$ cat config.mk
export PLATFORM = sky130hd
export DESIGN_NAME = pes_private_stream_parser
export DESIGN_NICKNAME = d
export VERILOG_FILES = /design/src/rtl/core/pesp_pkg.sv /design/src/rtl/core/pesp_core.sv /design/src/rtl/core/pes_private_stream_parser.sv
export SDC_FILE = /design/constraint.sdc
export NUM_CORES = 1
export LEC_CHECK = 0
export BUFFER_PORTS_ARGS = -buffer_cell sky130_fd_sc_hd__buf_2
export CORE_MARGIN = 2
export CORE_UTILIZATION = 45
export CTS_CLUSTER_DIAMETER = 80
export DETAILED_ROUTE_END_ITERATION = 7
export GPL_TIMING_DRIVEN = 0
export SYNTH_ARGS = -nofsm -noshare
export SYNTH_HDL_FRONTEND = slang
export SYNTH_SLANG_ARGS = --single-unit
$ cat constraint.sdc
create_clock -name clk -period 3.7 [get_ports clk]
set_clock_uncertainty 0.05 [all_clocks]
set_input_delay 0.185 -clock clk [delete_from_list [all_inputs] [get_ports clk]]
set_output_delay 0.185 -clock clk [all_outputs]
set_load 0.02 [all_outputs]
$ cat src/rtl/core/pesp_pkg.sv
// Package for the PES private stream parser: phase codes, result kinds, result struct.
`timescale 1ns / 1ps

package pesp_pkg;

    localparam int PHASE_W = 4;

    localparam logic [PHASE_W-1:0] PH_ZERO1   = 4'd0;
    localparam logic [PHASE_W-1:0] PH_ZERO2   = 4'd1;
    localparam logic [PHASE_W-1:0] PH_ONE     = 4'd2;
    localparam logic [PHASE_W-1:0] PH_ID      = 4'd3;
    localparam logic [PHASE_W-1:0] PH_LENHI   = 4'd4;
    localparam logic [PHASE_W-1:0] PH_LENLO   = 4'd5;
    localparam logic [PHASE_W-1:0] PH_FLAGS1  = 4'd6;
    localparam logic [PHASE_W-1:0] PH_FLAGS2  = 4'd7;
    localparam logic [PHASE_W-1:0] PH_HDRLEN  = 4'd8;
    localparam logic [PHASE_W-1:0] PH_SKIP    = 4'd9;
    localparam logic [PHASE_W-1:0] PH_DATAID  = 4'd10;
    localparam logic [PHASE_W-1:0] PH_PAYLOAD = 4'd11;

    localparam logic [1:0] KIND_START   = 2'd0;
    localparam logic [1:0] KIND_PAYLOAD = 2'd1;
    localparam logic [1:0] KIND_HDRERR  = 2'd2;
    localparam logic [1:0] KIND_SHORT   = 2'd3;

    localparam logic       CFG_STREAM_ID  = 1'b0;
    localparam logic       CFG_HEADER_LEN = 1'b1;

    localparam logic [7:0] STREAM_ID_RST  = 8'hBD;
    localparam logic [7:0] HEADER_LEN_RST = 8'd36;
    localparam logic [8:0] HDR_FIXED      = 9'd4;

    typedef struct packed {
        logic        valid;
        logic [1:0]  kind;
        logic [7:0]  value;
        logic [15:0] payload_length;
        logic        last;
    } result_t;

endpackage

$ cat src/rtl/core/pesp_core.sv
// Parse state, configuration registers and the per-byte parse step.
`timescale 1ns / 1ps

module pesp_core
(
    input  logic             clk,
    input  logic             rst_n,
    input  logic             cfg_we,
    input  logic             cfg_index,
    input  logic [7:0]       cfg_data,
    input  logic             step,
    input  logic [7:0]       stream_byte,
    output pesp_pkg::result_t res
);

    logic [pesp_pkg::PHASE_W-1:0] phase_reg, phase_next;
    logic [15:0] packet_length_reg, packet_length_next;
    logic [15:0] byte_count_reg, byte_count_next;
    logic [7:0]  stream_id_reg, header_length_reg;
    logic [8:0]  need;
    logic        too_short;
    logic [15:0] count_dec;
    logic [15:0] payload_len;

    assign need        = {1'b0, header_length_reg} + pesp_pkg::HDR_FIXED;
    assign too_short   = {7'd0, need} > packet_length_reg;
    assign count_dec   = byte_count_reg - 16'd1;
    assign payload_len = packet_length_reg - {7'd0, need};

    always_comb
    begin
        phase_next         = phase_reg;
        packet_length_next = packet_length_reg;
        byte_count_next    = byte_count_reg;
        res                = '0;
        case (phase_reg)
            pesp_pkg::PH_ZERO1:
            begin
                if (stream_byte == 8'd0)
                    phase_next = pesp_pkg::PH_ZERO2;
            end
            pesp_pkg::PH_ZERO2:
            begin
                phase_next = (stream_byte == 8'd0) ? pesp_pkg::PH_ONE : pesp_pkg::PH_ZERO1;
            end
            pesp_pkg::PH_ONE:
            begin
                if (stream_byte == 8'd1)
                    phase_next = pesp_pkg::PH_ID;
                else if (stream_byte != 8'd0)
                    phase_next = pesp_pkg::PH_ZERO1;
            end
            pesp_pkg::PH_ID:
            begin
                if (stream_byte == stream_id_reg)
                    phase_next = pesp_pkg::PH_LENHI;
                else
                    phase_next = (stream_byte == 8'd0) ? pesp_pkg::PH_ZERO2
                                                       : pesp_pkg::PH_ZERO1;
            end
            pesp_pkg::PH_LENHI:
            begin
                packet_length_next = {stream_byte, 8'd0};
                phase_next         = pesp_pkg::PH_LENLO;
            end
            pesp_pkg::PH_LENLO:
            begin
                packet_length_next = {packet_length_reg[15:8], stream_byte};
                phase_next         = pesp_pkg::PH_FLAGS1;
            end
            pesp_pkg::PH_FLAGS1:
            begin
                phase_next = pesp_pkg::PH_FLAGS2;
            end
            pesp_pkg::PH_FLAGS2:
            begin
                phase_next = pesp_pkg::PH_HDRLEN;
            end
            pesp_pkg::PH_HDRLEN:
            begin
                if (stream_byte != header_length_reg)
                begin
                    phase_next = pesp_pkg::PH_ZERO1;
                    res.valid  = 1'b1;
                    res.kind   = pesp_pkg::KIND_HDRERR;
                    res.value  = stream_byte;
                end
                else if (too_short)
                begin
                    phase_next = pesp_pkg::PH_ZERO1;
                    res.valid  = 1'b1;
                    res.kind   = pesp_pkg::KIND_SHORT;
                    res.value  = stream_byte;
                end
                else
                begin
                    byte_count_next = {8'd0, header_length_reg};
                    phase_next      = (header_length_reg == 8'd0) ? pesp_pkg::PH_DATAID
                                                                  : pesp_pkg::PH_SKIP;
                end
            end
            pesp_pkg::PH_SKIP:
            begin
                byte_count_next = count_dec;
                if (count_dec == 16'd0)
                    phase_next = pesp_pkg::PH_DATAID;
            end
            pesp_pkg::PH_DATAID:
            begin
                res.valid = 1'b1;
                if (too_short)
                begin
                    // header length rewritten mid-packet
                    phase_next = pesp_pkg::PH_ZERO1;
                    res.kind   = pesp_pkg::KIND_SHORT;
                    res.value  = header_length_reg;
                end
                else
                begin
                    byte_count_next    = payload_len;
                    phase_next         = (payload_len == 16'd0) ? pesp_pkg::PH_ZERO1
                                                                : pesp_pkg::PH_PAYLOAD;
                    res.kind           = pesp_pkg::KIND_START;
                    res.value          = stream_byte;
                    res.payload_length = payload_len;
                end
            end
            pesp_pkg::PH_PAYLOAD:
            begin
                byte_count_next = count_dec;
                res.valid       = 1'b1;
                res.kind        = pesp_pkg::KIND_PAYLOAD;
                res.value       = stream_byte;
                if (count_dec == 16'd0)
                begin
                    phase_next = pesp_pkg::PH_ZERO1;
                    res.last   = 1'b1;
                end
            end
            default:
            begin
                phase_next = (stream_byte == 8'd0) ? pesp_pkg::PH_ZERO2 : pesp_pkg::PH_ZERO1;
            end
        endcase
    end

    always_ff @(posedge clk or negedge rst_n)
    begin
        if (!rst_n)
        begin
            phase_reg         <= pesp_pkg::PH_ZERO1;
            packet_length_reg <= 16'd0;
            byte_count_reg    <= 16'd0;
            stream_id_reg     <= pesp_pkg::STREAM_ID_RST;
            header_length_reg <= pesp_pkg::HEADER_LEN_RST;
        end
        else
        begin
            if (step)
            begin
                phase_reg         <= phase_next;
                packet_length_reg <= packet_length_next;
                byte_count_reg    <= byte_count_next;
            end
            if (cfg_we)
            begin
                case (cfg_index)
                    pesp_pkg::CFG_STREAM_ID:  stream_id_reg     <= cfg_data;
                    pesp_pkg::CFG_HEADER_LEN: header_length_reg <= cfg_data;
                    default:                  stream_id_reg     <= stream_id_reg;
                endcase
            end
        end
    end

endmodule

$ cat src/rtl/core/pes_private_stream_parser.sv
// Top level: PES private stream parser with input and result registers.
// A result word is formed from the input register and is held in the result register.
// Throughput: one byte per cycle; the parse step is one short state update
// between the input register and the result register.
// Stalls only when the result register is full and m_tready is low.
// Reset (rst_n, async, active low) clears both registers, hunts for 00 00 01,
// and loads stream_id 0xBD and header_length 36.
`timescale 1ns / 1ps

module pes_private_stream_parser
(
    input  logic        clk,
    input  logic        rst_n,
    input  logic        s_tvalid,
    output logic        s_tready,
    input  logic [7:0]  s_tdata,   // [7:0] stream_byte
    output logic        m_tvalid,
    input  logic        m_tready,
    output logic [23:0] m_tdata,   // [7:0] value, [23:8] payload_length
    output logic [1:0]  m_tuser,   // [1:0] kind
    output logic        m_tlast,
    input  logic        cfg_valid,
    output logic        cfg_ready,
    input  logic        cfg_index,
    input  logic [7:0]  cfg_data
);

    logic              in_valid_reg;
    logic [7:0]        in_byte_reg;
    logic              out_valid_reg;
    logic [23:0]       out_data_reg;
    logic [1:0]        out_kind_reg;
    logic              out_last_reg;
    logic              out_free;
    logic              advance;
    pesp_pkg::result_t res;

    assign out_free  = !out_valid_reg || m_tready;
    assign advance   = in_valid_reg && out_free;
    assign s_tready  = !in_valid_reg || out_free;
    assign cfg_ready = 1'b1;

    pesp_core u_core
    (
        .clk         (clk),
        .rst_n       (rst_n),
        .cfg_we      (cfg_valid),
        .cfg_index   (cfg_index),
        .cfg_data    (cfg_data),
        .step        (advance),
        .stream_byte (in_byte_reg),
        .res         (res)
    );

    always_ff @(posedge clk or negedge rst_n)
    begin
        if (!rst_n)
        begin
            in_valid_reg  <= 1'b0;
            out_valid_reg <= 1'b0;
        end
        else
        begin
            if (s_tready)
                in_valid_reg <= s_tvalid;
            if (out_free)
                out_valid_reg <= advance && res.valid;
        end
    end

    always_ff @(posedge clk)
    begin
        if (s_tvalid && s_tready)
            in_byte_reg <= s_tdata;
        if (out_free)
        begin
            out_data_reg <= {res.payload_length, res.value};
            out_kind_reg <= res.kind;
            out_last_reg <= res.last;
        end
    end

    assign m_tvalid = out_valid_reg;
    assign m_tdata  = out_data_reg;
    assign m_tuser  = out_kind_reg;
    assign m_tlast  = out_last_reg;

endmodule

# Word-level counts from Yosys, hierarchy flattened
# Index checks and enable logic that the tools add are counted.
# W data, S select, Z words.
[totals]
register_bits = 89
in_bits = 22
elab_cells = 88
output_inout_bits = 30
[op_classes]
bitwise_logic = 3
order_cmp = 1
reduce_logical = 23
addsub = 3
mux = 24
n_eq_ne = 21
[op_table]
columns = ["op", "count"]
rows = [
  ["$mux W16", 3],
  ["$pmux W16 S3", 1],
  ["$pmux W4 S12", 1],
  ["$mux W4", 10],
  ["$pmux W11 S3", 1],
  ["$logic_not A16 Y1", 2],
  ["$pmux W16 S2", 1],
  ["$mux W11", 2],
  ["$eq A4 B3 Y1 const B", 4],
  ["$eq A4 B4 Y1 const B", 4],
  ["$gt A9 B16 Y1", 1],
  ["$logic_not A8 Y1", 2],
  ["$sub A16 B1 Y16 const B", 1],
  ["$sub A16 B9 Y16", 1],
  ["$mux W10", 1],
  ["$reduce_and A5 Y1", 2],
  ["$add A8 B3 Y9 const B", 1],
  ["$eq A4 B2 Y1 const B", 2],
  ["$eq A8 B1 Y1 const B", 1],
  ["$eq A8 B8 Y1", 1],
  ["$ne A8 B8 Y1", 1],
  ["$reduce_bool A8 Y1", 1],
  ["$ne A2 B1 Y1 const B", 3],
  ["$ne A2 B2 Y1 const B", 3],
  ["14 further kinds", 25],
]

# Depth between registers and ports, before layout
# Gate-level depths: netlist of the first run.
[depth]
word_depth = 6
mapped_depth = 14

# Hierarchy
# Synthesis of the first run repeated with hierarchy kept, for this count alone.
[unflattened]
cells_unflattened = 542
hier_area_um2 = 5340.1
[by_module_without_submodules]
columns = ["mod", "n_inst", "area_each_um2", "cells_each", "seq_area_each_um2"]
rows = [
  ["pesp_core", 1, 4187.8, 496, 1311.3],
  ["pes_private_stream_parser", 1, 1152.4, 46, 1101.1],
]

# Worst setup path after synthesis of the first run
# Ideal clock, no wire load.
[synth_timing]
kind = "register -> register"
from = "register u_core.header_length_reg[5]"
to = "register u_core.byte_count_reg[8]"
arrival_time_ns = 3.090
period_less_slack_ns = 3.261
n_path_buf = 3
required_time_ns = 3.529
setup_ns = 0.121
stages_incl_launch_ff = 14
setup_slack_ns = 0.439
path_cell_list = "dfstp_2 > clkbuf_1 > and3_1 > nand3_1 > ha_1 > buf_2 > a211oi_4 > o211ai_1 > a21oi_2 > nand3_2 > a211o_1 > nor3b_1 > buf_2 > a22o_1"
[synth_via]
elab_chain_len = 4
word_cells_on_any_way = 10
[synth_lines]
columns = ["item", "line", "rtl"]
rows = [
  ["start: declaration", "pesp_core.sv:19", "logic [7:0] stream_id_reg, header_length_reg;"],
  ["start signal: assignment", "pesp_core.sv:155", "header_length_reg <= pesp_pkg::HEADER_LEN_RST;"],
  ["start signal: assignment", "pesp_core.sv:169", "pesp_pkg::CFG_HEADER_LEN: header_length_reg <= cfg_data;"],
  ["$add A8 B3 Y9", "pesp_core.sv:25", "assign need = {1'b0, header_length_reg} + pesp_pkg::HDR_FIXED;"],
  ["$sub A16 B9 Y16 or $gt A9 B16 Y1 (tied branches)", "pesp_core.sv:28, pesp_core.sv:26", ""],
  ["$mux W16 or $ne A2 B2 Y1 (tied branches)", "n/a", ""],
  ["$pmux W16 S3 or $reduce_and A5 Y1 (tied branches)", "n/a", ""],
  ["end signal: assignment", "pesp_core.sv:163", "byte_count_reg <= byte_count_next;"],
  ["end: declaration", "pesp_core.sv:18", "logic [15:0] byte_count_reg, byte_count_next;"],
]
# Several ways; a longest one is shown, not always the timed one. The select of a mux whose other input is x is not followed.
# A chain may end at the register's enable or synchronous reset.

# Worst setup path after layout of the first run
[layout_timing]
from = "register u_core.header_length_reg[4]"
to = "register u_core.byte_count_reg[15]"
# Same word-level chain as after synthesis.

==> results of run 1 <==
## stage by stage
| stage | hold WS (ps) | TNS, ps | instances |
|---|---|---|---|
| 2_1_floorplan | -161 | 0 | 525 |
| 3_3_place_gp | 312 | -7760 | 718 |
| 3_5_place_dp | 313 | -8470 | 718 |
| 4_1_cts | 12.2 | 0 | 740 |
| 5_1_grt | 23.4 | 0 | 745 |
| 6_report | 20.2 | 0 | 745 |
## cells by family (layout without fill, tap and decap cells)
| family | Yosys count | count (layout) | share of synthesized area |
|---|---|---|---|
| buf+inv | 49 | 126 | 0.0394 |
| other cells | 1 | 1 | 0.000719 |
| compound gates | 120 | 120 | 0.158 |
| simple gates | 189 | 189 | 0.187 |
| mux | 24 | 24 | 0.0518 |
| fa+ha+maj | 14 | 14 | 0.0350 |
| xor+xnor | 39 | 39 | 0.0655 |
| flops | 89 | 89 | 0.463 |
## final cells by class
cell class / instances / area (um^2) / share of cell area
Clock buffer: 9 / 225 / 0.0367
Tap cell: 143 / 179 / 0.0292
Sequential cell: 89 / 2410 / 0.393
Buffer: 32 / 143 / 0.0233
Clock inverter: 7 / 81.3 / 0.0133
Multi-Input combinational cell: 387 / 2660 / 0.433
Inverter: 14 / 52.6 / 0.00857
Timing Repair Buffer: 64 / 383 / 0.0624
## power by group through the flow
stage	logic, mW	registers (mW)	clock network (mW)
final	1.70	1.54	0.926
after global routing	1.85	1.58	0.983
after CTS	1.67	1.54	0.947
after detailed placement	1.65	1.54	0
after global placement	1.64	1.53	0
after floorplan	1.09	1.62	0
## metal layers
metal	vias up	track usage
met1	1993	0.293
met3	26	0.0332
met5	-	0
met4	0	0.0905
met2	129	0.354
li1	2051	-
## cell usage in the layout (no fill, tap or decap), types with 13 or more instances in the layout
cell	instances
a21oi_1	26
a22o_1	16
buf_2	55
clkbuf_1	21
dfrtp_1	46
edfxtp_1	35
ha_1	13
inv_1	14
mux2_2	24
nand2_1	56
nand3_1	13
nor2_1	46
nor3_1	15
o21ai_0	28
xnor2_1	16
xor2_1	21
## what timing repair did
action | in CTS | in global routing
resized for setup | 6 | 4
hold buffers | 9 | 1
endpoints found under the setup margin | 37 | 26
endpoints found under the hold margin | 9 | 46
pin swaps | 0 | 1
buffers inserted | 0 | 4
## synthesized netlist by cell type (all sizes together), types with 2 or more instances
cell type | count | area share
nand2 | 56 | 0.040
nor2 | 47 | 0.034
dfrtp | 46 | 0.22
edfxtp | 35 | 0.20
o21ai | 29 | 0.028
a21oi | 28 | 0.028
clkbuf | 27 | 0.020
mux2 | 24 | 0.052
xor2 | 23 | 0.039
nor3 | 17 | 0.019
a22o | 16 | 0.027
xnor2 | 16 | 0.027
inv | 14 | 0.010
nand3 | 14 | 0.014
ha | 13 | 0.031
nand2b | 9 | 0.011
buf | 8 | 0.0094
dfstp | 8 | 0.040
nor4 | 7 | 0.012
a211oi | 5 | 0.0096
nand4 | 5 | 0.0072
o211ai | 5 | 0.0072
o31ai | 5 | 0.0082
or3 | 5 | 0.0060
a21o | 4 | 0.0058
a221oi | 4 | 0.0067
and3 | 4 | 0.0048
o22ai | 4 | 0.0048
or2 | 4 | 0.0048
or4 | 4 | 0.0058
or4b | 4 | 0.0077
a22oi | 3 | 0.0043
a31oi | 3 | 0.0036
nor2b | 3 | 0.0036
o32ai | 3 | 0.0050
a211o | 2 | 0.0034
a311oi | 2 | 0.0034
nand3b | 2 | 0.0029
nand4b | 2 | 0.0034
nor3b | 2 | 0.0029
nor4b | 2 | 0.0034
## worst paths after layout
kind                                             startpoint                     endpoint  slack [ps]  depth (start not counted)
worst max-delay path            u_core.header_length_reg[4]    u_core.byte_count_reg[15]         170                         12
worst min-delay path                            cfg_data[6]  u_core.header_length_reg[6]          20                          2
worst max register to register  u_core.header_length_reg[4]    u_core.byte_count_reg[15]         170                         12
worst min register to register  u_core.packet_length_reg[7]  u_core.packet_length_reg[7]         440                          2
max in group asynchronous                             rst_n          u_core.phase_reg[2]        2760                          2
min in group asynchronous                             rst_n    u_core.byte_count_reg[13]         370                          2
## worst max-delay path, cell delays in order, from the launching register on
cell      delay, ps
dfrtp_1         580
and3_1          240
nand3_1         100
ha_1            320
buf_2           170
a211oi_4        330
o211ai_1        160
a21oi_2         290
nand3_4         180
a211o_1         330
nor3b_4         190
buf_2           240
a22o_1          230
==> results.sh, run 1 <==
export IMPL_max_freq_mhz=283
export IMPL_status="completed"
export IMPL_seq_area_frac_synth=0.463
export IMPL_rsz0062_at_grt="false"
export IMPL_antenna_found_initial=0
export IMPL_syn_nets=561
export IMPL_grt_max_degree=55
export IMPL_overflow=0
export IMPL_clock_sinks=89
export IMPL_syn_to_final_growth_pct=17.6
export IMPL_core_region_area_um2=11400
export IMPL_met1_length_mm=6.05
export IMPL_die_x_um=112
export IMPL_crit_type="reg2reg"
export IMPL_die_height_um=112
export IMPL_postPlaceCellArea_um2=5640
export IMPL_largest_reg_flops=24
export IMPL_swShare=0.419
export IMPL_netlist_area_um2=5210
export IMPL_cp_required_ps=3890
export IMPL_clkLatencyLatePin_ps=360
export IMPL_pwr_share_seq=0.370
export IMPL_grt_pass1_wl_mm=21.1
export IMPL_total_power_mw=4.17
export IMPL_routed_wl_mm=13.1
export IMPL_layout_setup_ws_ps=165
export IMPL_final_area_um2=6130
export IMPL_cts_buffers=9
export IMPL_final_layout_size_suffix_gt1_frac=0.229
export IMPL_clk_pin_slew_ps=70
export IMPL_drt_first_pass_iters=5
export IMPL_remaining_drc_errors=0
export IMPL_wl_met3_um=583
export IMPL_drt_iter0_markers=235
export IMPL_dp_slack_ps=-446
export IMPL_num_fill_cells=1049
export IMPL_dpl_hpwl_mm=9.58
export IMPL_synth_distinct_cells=68
export IMPL_die_area_um2=12500
export IMPL_antenna_left=0
export IMPL_cp_arrival_ps=3730
export IMPL_syn_avg_cell_area_um2=9.93
export IMPL_synthArstFlopShare=0.607
export IMPL_htreeDepth=3
export IMPL_ios=52
export IMPL_cp_end_kind="flip-flop"
export IMPL_gp_congestion=0.891
export IMPL_setup_viol=0
export IMPL_worst_ir_drop_vdd_uv=338
export IMPL_p_int_mw=2.42
export IMPL_wl_per_cell_um=17.6
export IMPL_pwr_share_clk=0.222
export IMPL_cts_buffer_depth=2
export IMPL_met2_length_mm=6.18
export IMPL_fin_crit_ps=3530
export IMPL_worstPathMaxFanout=10
export IMPL_maxSlewViolCount=0
export IMPL_synthCells=525
export IMPL_top_layer_used="met4"
export IMPL_hold_viol=0
export IMPL_ys_warn_count=0
export IMPL_power_density_nw_per_um2=680
export IMPL_initial_core_util=0.458
export IMPL_synth_seq_cells=89
export IMPL_grt_pass1_vias=4064
export IMPL_hp_class="in2reg"
export IMPL_post_route_period_util=0.955
export IMPL_num_rows=39
export IMPL_io_buffers=50
export IMPL_tightest_slew_ps=785
export IMPL_slew_headroom=0.476
export IMPL_clockRootBuffer="clkbuf_16"
export IMPL_drv_cap=0
export IMPL_critPathLaunchType="flip-flop"
export IMPL_switchingPower_mw=1.75
export IMPL_synth_edff_count=35
export IMPL_via_per_inst=5.64
export IMPL_post_route_util=0.539
export IMPL_grt_usage=0.218
export IMPL_comb_power_share=0.408
export IMPL_leakagePower_nw=2.64
export IMPL_route_vias_total=4199
export IMPL_nNetsFinal=633
export IMPL_n_antenna_cell=0
export IMPL_cts_tree="done"
export IMPL_synth_ff_type="dfrtp_1"
Power figures use the tool's default switching activity.
==> run 2, diff against run 1 <==
SYNTH_HIERARCHICAL = 1   (was default)
==> run 2 against run 1 <==
The run now ends with DRC left. Clock power is 3.5% lower. Sequential power fell by 3%. Non-clock buffer count is 1 lower. Combinational power increased by 10%. Global-route usage grew 2.1 points. Sequential share of layout area down 0.85 points. Critical path depth up 3.
==> results.sh, run 2 <==
export IMPL_synth_top_cell_area_share=0.216
export IMPL_total_power_mw=4.25
export IMPL_dp_cells=735
export IMPL_syn_nets=578
export IMPL_grt_max_degree=55
export IMPL_critPathLaunchType="flip-flop"
export IMPL_die_height_um=113
export IMPL_core_region_area_um2=11500
export IMPL_cts_buffers=9
export IMPL_synthCells=542
export IMPL_num_rows=39
export IMPL_crit_type="reg2reg"
export IMPL_leakagePower_nw=2.57
export IMPL_overflow=0
export IMPL_final_layout_size_suffix_gt1_frac=0.225
export IMPL_path_cells="clkbuf_4 > inv_1 > ha_1 > inv_1 > ha_1 > buf_2 > nand2_1 > a211oi_4 > buf_4 > o41ai_1 > xor2_1 > buf_4 > o2111ai_2 > o31ai_4 > o211ai_1"
export IMPL_cp_arrival_ps=3650
export IMPL_drv_cap=0
export IMPL_wl_per_cell_um=19.1
export IMPL_hp_class="in2reg"
export IMPL_cp_end_kind="flip-flop"
export IMPL_clock_sinks=89
export IMPL_die_area_um2=12800
export IMPL_maxSlewViolCount=0
export IMPL_synth_seq_cells=89
export IMPL_largest_reg_flops=24
export IMPL_post_route_period_util=0.947
export IMPL_seq_area_frac_synth=0.452
export IMPL_worstPathMaxFanout=7
export IMPL_violations="DRC"
export IMPL_clockRootBuffer="clkbuf_16"
export IMPL_clk_pin_slew_ps=70
export IMPL_critPathSlowestCell="dfstp_2"
export IMPL_syn_avg_cell_area_um2=9.85
export IMPL_synth_top_family_by_area="simple AND/OR/NAND/NOR gates"
export IMPL_clkLatencyLatePin_ps=350
export IMPL_cts_buffer_depth=2
export IMPL_status="finished with violations"
export IMPL_fin_crit_ps=3500
export IMPL_syn_to_final_growth_pct=17.4
export IMPL_synthArstFlopShare=0.607
export IMPL_via_per_inst=5.95
export IMPL_dpl_hpwl_mm=10.3
export IMPL_synth_distinct_cells=67
export IMPL_initial_core_util=0.464
export IMPL_worst_ir_drop_vdd_uv=375
export IMPL_ys_warn_count=6
export IMPL_cp_slowest_stage_delay_ps=550
export IMPL_final_common_cell="nand2_1"
export IMPL_cts_tree="done"
export IMPL_die_x_um=113
export IMPL_cp_required_ps=3850
export IMPL_instances_no_fill=762
export IMPL_n_antenna_cell=0
export IMPL_yosys_area_share_xor_xnor=0.0607
export IMPL_slew_headroom=0.469
export IMPL_setup_viol=0
export IMPL_synth_ff_type="dfrtp_1"
export IMPL_drt_first_pass_iters=8
export IMPL_synth_area_leaders="dfrtp_1 22%, edfxtp_1 20%, mux2_2 4.9%"
export IMPL_grt_usage=0.239
export IMPL_postPlaceCellArea_um2=5770
export IMPL_grt_pass1_wl_mm=23.5
export IMPL_netlist_area_um2=5340
export IMPL_routed_wl_mm=14.6
export IMPL_hold_viol=0
export IMPL_route_vias_total=4531
export IMPL_power_density_nw_per_um2=679
export IMPL_nNetsFinal=650
export IMPL_synth_simple_area_share=0.206
export IMPL_tightest_slew_ps=794
export IMPL_synth_compound_area_share=0.158
export IMPL_synth_edff_count=35
export IMPL_yosysTopAreaCell="dfrtp_1"
export IMPL_synth_most_common_cell="nand2_1"
export IMPL_max_freq_mhz=285
export IMPL_final_area_um2=6270
export IMPL_drt_iter0_markers=301
export IMPL_synthAdderAreaFrac=0.0342
export IMPL_remaining_drc_errors=3
export IMPL_muxShareOfSynthArea=0.0485
export IMPL_ios=52
export IMPL_grt_pass1_vias=4360
export IMPL_gp_congestion=0.884
export IMPL_htreeDepth=3
export IMPL_layout_common_cells="59 x nand2_1, 58 x buf_2, 46 x dfrtp_1, 46 x nor2_1, 35 x edfxtp_1"
export IMPL_io_buffers=50
export IMPL_antenna_left=0
export IMPL_ys_top_cells_by_count="59 x nand2_1, 46 x dfrtp_1, 46 x nor2_1"
export IMPL_antenna_found_initial=0
[run 2: through the flow]
stage,utilization,hold WS (ps),setup WS (ps),setup TNS (ps)
after floorplan,-,-161,369,0
after detailed placement,0.501,313,-826,-15650
after global placement,0.501,312,-794,-16650
final,0.544,24.4,196,0
after CTS,0.538,18.0,30.9,0
after global routing,0.544,32.7,-25.7,-25.7
[run 2: worst max-delay path: cells and delay by family (launching register included)]
kind,cells,cell delay [ps]
and+or+nand+nor,1,120
AOI/OAI and AO/OA,5,1140
xor gates and xnor gates,1,180
adders and majority gates,2,530
DFF,1,550
buffers and inverters,6,770
[run 2: final cells by class]
class,instances,area (um^2)
Sequential cell,89,2410
Multi-Input combinational cell,402,2800
Tap cell,143,179
Buffer,31,144
Timing Repair Buffer,64,383
Inverter,17,63.8
Fill cell,1042,5250
Clock inverter,6,46.3
Clock buffer,10,239
[run 2: kinds of logic (layout without fill, tap and decap cells)]
group                    count (synthesis)  after routing
adder cells (fa/ha/maj)                 14             14
buffers and inverters                   51            128
XOR/XNOR                                37             37
flip-flops                              89             89
other                                    1              1
multiplexers                            23             23
AO/OA/AOI/OAI                          124            124
AND/OR/NAND/NOR                        203            203
[run 2: final timing paths]
check | start | to | slack [ps] | cells past startpoint
worst min-delay path | cfg_data[2] | u_core/stream_id_reg[2] | 20 | 2
worst min register to register | u_core/packet_length_reg[0] | u_core/packet_length_reg[0] | 440 | 2
worst max register to register | u_core/header_length_reg[2] | u_core/phase_reg[3] | 200 | 15
max in group asynchronous | rst_n | u_core/byte_count_reg[12] | 2730 | 2
min in group asynchronous | rst_n | u_core/packet_length_reg[5] | 390 | 2
worst max-delay path | u_core/header_length_reg[2] | u_core/phase_reg[3] | 200 | 15
[run 2: repair_timing]
| action | 4_1_cts | 5_1_grt |
|---|---|---|
| hold buffers | 9 | 1 |
| setup endpoints to repair | 47 | 20 |
| endpoints found under the hold margin | 9 | 46 |
| resized for setup | 10 | 14 |
| setup buffers | 0 | 4 |
| pin swaps | 0 | 5 |
[run 2: routing by layer]
layer / vias up / GRT usage / share of wire
met4: 0 / 0.0780 / 0.016
met3: 18 / 0.0348 / 0.053
met2: 183 / 0.385 / 0.47
li1: 2129 / - / -
met5: - / 0 / 0
met1: 2201 / 0.336 / 0.46
[run 2: where the power goes]
group / switching [mW] / leakage (nW) / internal [mW] / total, mW
registers: 0.166 / 1.05 / 1.32 / 1.49
clock network: 0.412 / 0.144 / 0.482 / 0.894
logic: 1.21 / 1.38 / 0.662 / 1.87
